$ cat src/sv/dueq_pkg.sv
// ----------------------------------------------------------------------------
// dueq_pkg: shared types and codes for the upper envelope max query block
// Transaction payloads, table entry layout, request and status codes, and
// the control bundle of the shared multiply-accumulate unit.
// ----------------------------------------------------------------------------
package dueq_pkg;

  // request codes
  localparam logic [1:0] REQ_INSERT = 2'd0;
  localparam logic [1:0] REQ_QUERY  = 2'd1;
  localparam logic [1:0] REQ_CLEAR  = 2'd2;
  localparam logic [1:0] REQ_UNUSED = 2'd3;

  // status codes
  localparam logic [1:0] ST_OK        = 2'd0;
  localparam logic [1:0] ST_DOMINATED = 2'd1;
  localparam logic [1:0] ST_FULL      = 2'd2;
  localparam logic [1:0] ST_EMPTY     = 2'd3;

  // accumulator width: holds the difference of two 49x33-bit products
  localparam int ACC_W = 84;
  localparam int MUL_W = 33;

  typedef struct packed {
    logic [1:0]          req_type;
    logic signed [31:0]  slope;
    logic signed [47:0]  intercept;
    logic signed [31:0]  query_x;
  } req_t;

  typedef struct packed {
    logic signed [63:0]  max_value;
    logic [1:0]          status;
    logic [6:0]          line_count;
  } rsp_t;

  typedef struct packed {
    logic signed [31:0]  slope;
    logic signed [47:0]  icpt;
  } line_t;

  // one issue slot of the multiply-accumulate unit
  typedef struct packed {
    logic issue;  // product enters the pipe
    logic ld;     // product replaces the accumulator
    logic neg;    // product is subtracted
    logic sh;     // product is weighted by 2**32
  } mac_ctl_t;

endpackage

$ cat src/sv/dueq_mac.sv
// ----------------------------------------------------------------------------
// dueq_mac: shared multiply-accumulate unit
// One 33x33 signed multiplier, registered, followed by a registered
// accumulate stage that loads, adds or subtracts the optionally shifted product.
// ----------------------------------------------------------------------------
module dueq_mac
  import dueq_pkg::*;
(
  input  logic                     clk,
  input  logic                     rst,
  input  mac_ctl_t                 ctl,
  input  logic signed [MUL_W-1:0]  a,
  input  logic signed [MUL_W-1:0]  b,
  output logic signed [ACC_W-1:0]  acc
);

  logic signed [2*MUL_W-1:0] prod;
  mac_ctl_t                  ctl1;
  logic signed [ACC_W-1:0]   term;

  // multiply stage
  always_ff @(posedge clk) begin
    if (rst) begin
      ctl1 <= '0;
    end else begin
      ctl1 <= ctl;
    end
    prod <= a * b;
  end

  // product alignment
  always_comb begin
    if (ctl1.sh) begin
      term = ACC_W'({prod, 32'b0});
    end else begin
      term = ACC_W'(prod);
    end
  end

  // accumulate stage
  always_ff @(posedge clk) begin
    if (ctl1.issue) begin
      if (ctl1.ld) begin
        acc <= ctl1.neg ? -term : term;
      end else if (ctl1.neg) begin
        acc <= acc - term;
      end else begin
        acc <= acc + term;
      end
    end
  end

endmodule

$ cat config.mk
export PLATFORM = sky130hd
export DESIGN_NAME = dueq_mac
export DESIGN_NICKNAME = d
export VERILOG_FILES = /design/src/sv/dueq_pkg.sv /design/src/sv/dueq_mac.sv
export SDC_FILE = /design/constraint.sdc
export NUM_CORES = 2
export LEC_CHECK = 0
export ABC_AREA = 1
export BUFFER_PORTS_ARGS = -buffer_cell sky130_fd_sc_hd__buf_2
export CORE_MARGIN = 1
export CORE_UTILIZATION = 35
export DETAILED_ROUTE_END_ITERATION = 10
export PLACE_DENSITY = 0.54
export SYNTH_ARGS = -nofsm -noshare
export SYNTH_HDL_FRONTEND = slang
export SYNTH_SLANG_ARGS = --single-unit
export TNS_END_PERCENT = 20
$ cat constraint.sdc
create_clock -name clk -period 15.9 [get_ports clk]
set_input_delay 0.795 -clock clk [delete_from_list [all_inputs] [get_ports clk]]
set_output_delay 0.795 -clock clk [all_outputs]
set_load 0.05 [all_outputs]
Word level (Yosys, flattened, before mapping). Cells that the tools add are included.

Register bits after elaboration: 154. Input bits: 72.

Add/sub/neg operators: 3. Multiply operators: 1. Mux-type cells: 4.

Operator list (number): 84-bit 2-to-1 mux (4); 84-bit adder (1); 84-bit negator (1); 84-bit subtractor (1); 33-bit by 33-bit multiplier with 66-bit output (1).

Longest topological paths before layout.
Word-level depth: 4. Mapped depth: 33. Gate-level depth less buffers: 30.

Worst setup path before layout. No wires, ideal clock.

Kind: input to register. Start point: input a[32]. End point: register prod[61]. Library setup time: 0.118 ns. Arrival time: 7.641 ns. Data required time: 15.782 ns. Slack: 8.142 ns. Stages on the path: 24. Buffers on the path: 2. Cell sequence: clkbuf_1 clkbuf_1 nand2_1 inv_1 fa_1 fa_1 fa_1 fa_1 inv_1 fa_1 inv_1 fa_1 fa_1 inv_1 fa_1 inv_1 ha_1 a21o_1 a21oi_1 o21ai_0 a221oi_1 o211ai_1 nand2_1 nand2_1.

Word-level cells in the longest chain between the ends: 1.

Ends and longest elaborated chain: start, declared (RTL line dueq_mac.sv:12) `input logic signed [MUL_W-1:0] a,`; 33-bit by 33-bit multiplier with 66-bit output (RTL line dueq_mac.sv:28) `prod <= a * b;`; end signal, assigned (RTL line dueq_mac.sv:28); end, declared (RTL line dueq_mac.sv:17) `logic signed [2*MUL_W-1:0] prod;`.

Every way passes these cells. A chain may end at the register's enable or synchronous reset.

Final worst setup path.
Start point: input a[32]. End point: register prod[56].

The elaborated chain is that of the path after synthesis.

==> results.tsv <==
metric	value	unit
cp.required	16.24	ns
cts_tree	yes	
synth_edf_count	84	
h-tree-depth	4	
dpl_cell_area	59200	µm²
grt_max_degree	90	
start_kind	input pin	
die_area	164000	µm²
seq_area_frac_synth	0.0692	
cts_setup_buffers	0	
synth_area	56700	µm²
setup_slack	7.27	ns
fin_nets	9135	
drive_gt1_frac	0.0429	
ys_warn_count	0	
drtPass1Iterations	7	
port_buffers	155	
place_ws	6.73	ns
seq_area	3940	µm²
hp-class	input pin to flop	
fin_crit_sh	0.543	
post-dp-hpwl	170000	µm
cts.path.max_buffers	2	
synthCells	7736	
ctsResizeCount	0	
synth_top_area_cell	fa_1	
cp-startpoint	a[32]	
antenna_found_initial	2	
core-area	161000	µm²
rsz0062_at_grt	no	
vias	48900	
fin_setup_tns	0	ns
via_per_inst	4.99	
grt_usage	0.254	
clkTransAtPathRegs	0.09	ns
placed_cells	9757	
async_flop_share	0	
min_from	ctl[2]	
synth_top_cells_by_area	fa_1, inv_1, nand2_1	
fill_cells	17200	
rr_startpoint	ctl1[0]	
postRouteWirelength	205000	µm
clockRootBuffer	clkbuf_16	
drcViolationCount	0	
rrSetupSlack	9.06	ns
yosysTopAreaCellShare	0.405	
synth_common_cells	inv_1, nand2_1, fa_1	
arrival	8.97	ns
grt-ovfl-total	0	
die_x	405	µm
multiInputGateArea	43700	µm²
synth_fp_nets	9255	
stdcell_area	59800	µm²
fp.dieH	405	µm
cp-end-kind	flop	
wl_per_cell	21.0	µm
rows	147	
start_util	0.353	
drt_iter0_drc	4435	
syn_to_final_growth	5.41	%
max_slew_margin	0.249	
period_needed	8.63	ns
clock_latency	0.51	ns
hold_buffers	0	
fmax	0.116	GHz
finalSetupViolCount	0	
ios	156	
slew_violations	0	
path_max_fanout	33	
crit_type	input pin to flop	
hold_viol_final	0	
synth_flop_cell	edfxtp_1	
finalClockSkew	0.0201	ns
grt_pass1_vias	50900	
ys_ff_latch	154	
ant_nets	0	
cts_made_buffers	17	
avgSynthCellArea	7.33	µm²
cts.sinks	154	
synth_most_common_cell	inv_1	
outcome	finished clean	
place_congestion	1.00	
synth.distinct_cells	57	
drv_cap	0	
finalNonFillerCells	9792	
worstMarginPinSlew	1.12	ns
grt_pass1_wl	312000	µm
-- through the flow --
step | hold slack [ns] | utilization
floorplan | 0.609 | -
global placement | 0.715 | 0.368
detailed placement | 0.730 | 0.368
CTS | 0.454 | 0.372
global route | 0.483 | 0.372
finish | 0.474 | 0.372
-- kinds of logic after synthesis --
family	count (synthesis)	synth area share
AND/OR/NAND/NOR	2742	0.196
XOR/XNOR	150	0.0232
flip-flops	154	0.0692
buffers and inverters	2410	0.161
AO/OA/AOI/OAI	832	0.0800
adder cells (fa/ha/maj)	1447	0.471
multiplexers	1	0.000177
-- worst max-delay path, stage by stage --
cell,delay [ns]
buf_2,0.59
nand2_1,0.19
inv_1,0.17
fa_1,0.50
fa_1,0.56
fa_1,0.94
fa_1,0.65
inv_1,0.53
fa_1,0.52
inv_1,0.09
fa_1,0.42
fa_1,0.50
inv_1,0.05
fa_1,0.48
inv_1,0.04
ha_1,0.37
nand2_1,0.13
nor2_1,0.32
nand2_1,0.19
o311ai_0,0.75
xor2_1,0.15
-- registers in the layout (all words and copies together) (netlist names) --
name	cells
prod	66
ctl1	4
acc	84
-- placed cells by master (no fill, tap or decap), types with 66 or more instances in the layout --
cell | Yosys | layout
buf_2 | 6 | 155
nor2_1 | 496 | 496
o21ai_0 | 352 | 352
ha_1 | 301 | 301
dfxtp_1 | 70 | 66
xor2_1 | 100 | 100
edfxtp_1 | 84 | 84
nand2_1 | 1859 | 1859
a21oi_1 | 301 | 301
inv_1 | 2061 | 2061
nand3_1 | 191 | 191
fa_1 | 1146 | 1146
-- final timing paths --
check	depth (start not counted)	end
setup / recovery	21	prod[56]
hold / removal	3	ctl1[2]
setup reg to reg	27	acc[70]
hold reg to reg	2	acc[12]
-- metal layers --
metal / routed length [µm] / global-route usage / vias up
li1: - / - / 22400
met1: 89900 / 0.346 / 24400
met2: 95100 / 0.421 / 1833
met3: 13700 / 0.0295 / 266
met4: 6550 / 0.0764 / 0
met5: 0 / 0 / -
-- area by class of cell --
class                           count  area share
Inverter                         2076       0.130
Multi-Input combinational cell   5172       0.731
Sequential cell                   154      0.0658
Clock inverter                     11     0.00161
Antenna cell                        3    0.000126
Tap cell                         2160      0.0452
Clock buffer                       21     0.00825
Timing Repair Buffer              195      0.0180
Power is not shown: default switching activity piles up to over one toggle a cycle in this logic, so the estimate is an artifact.
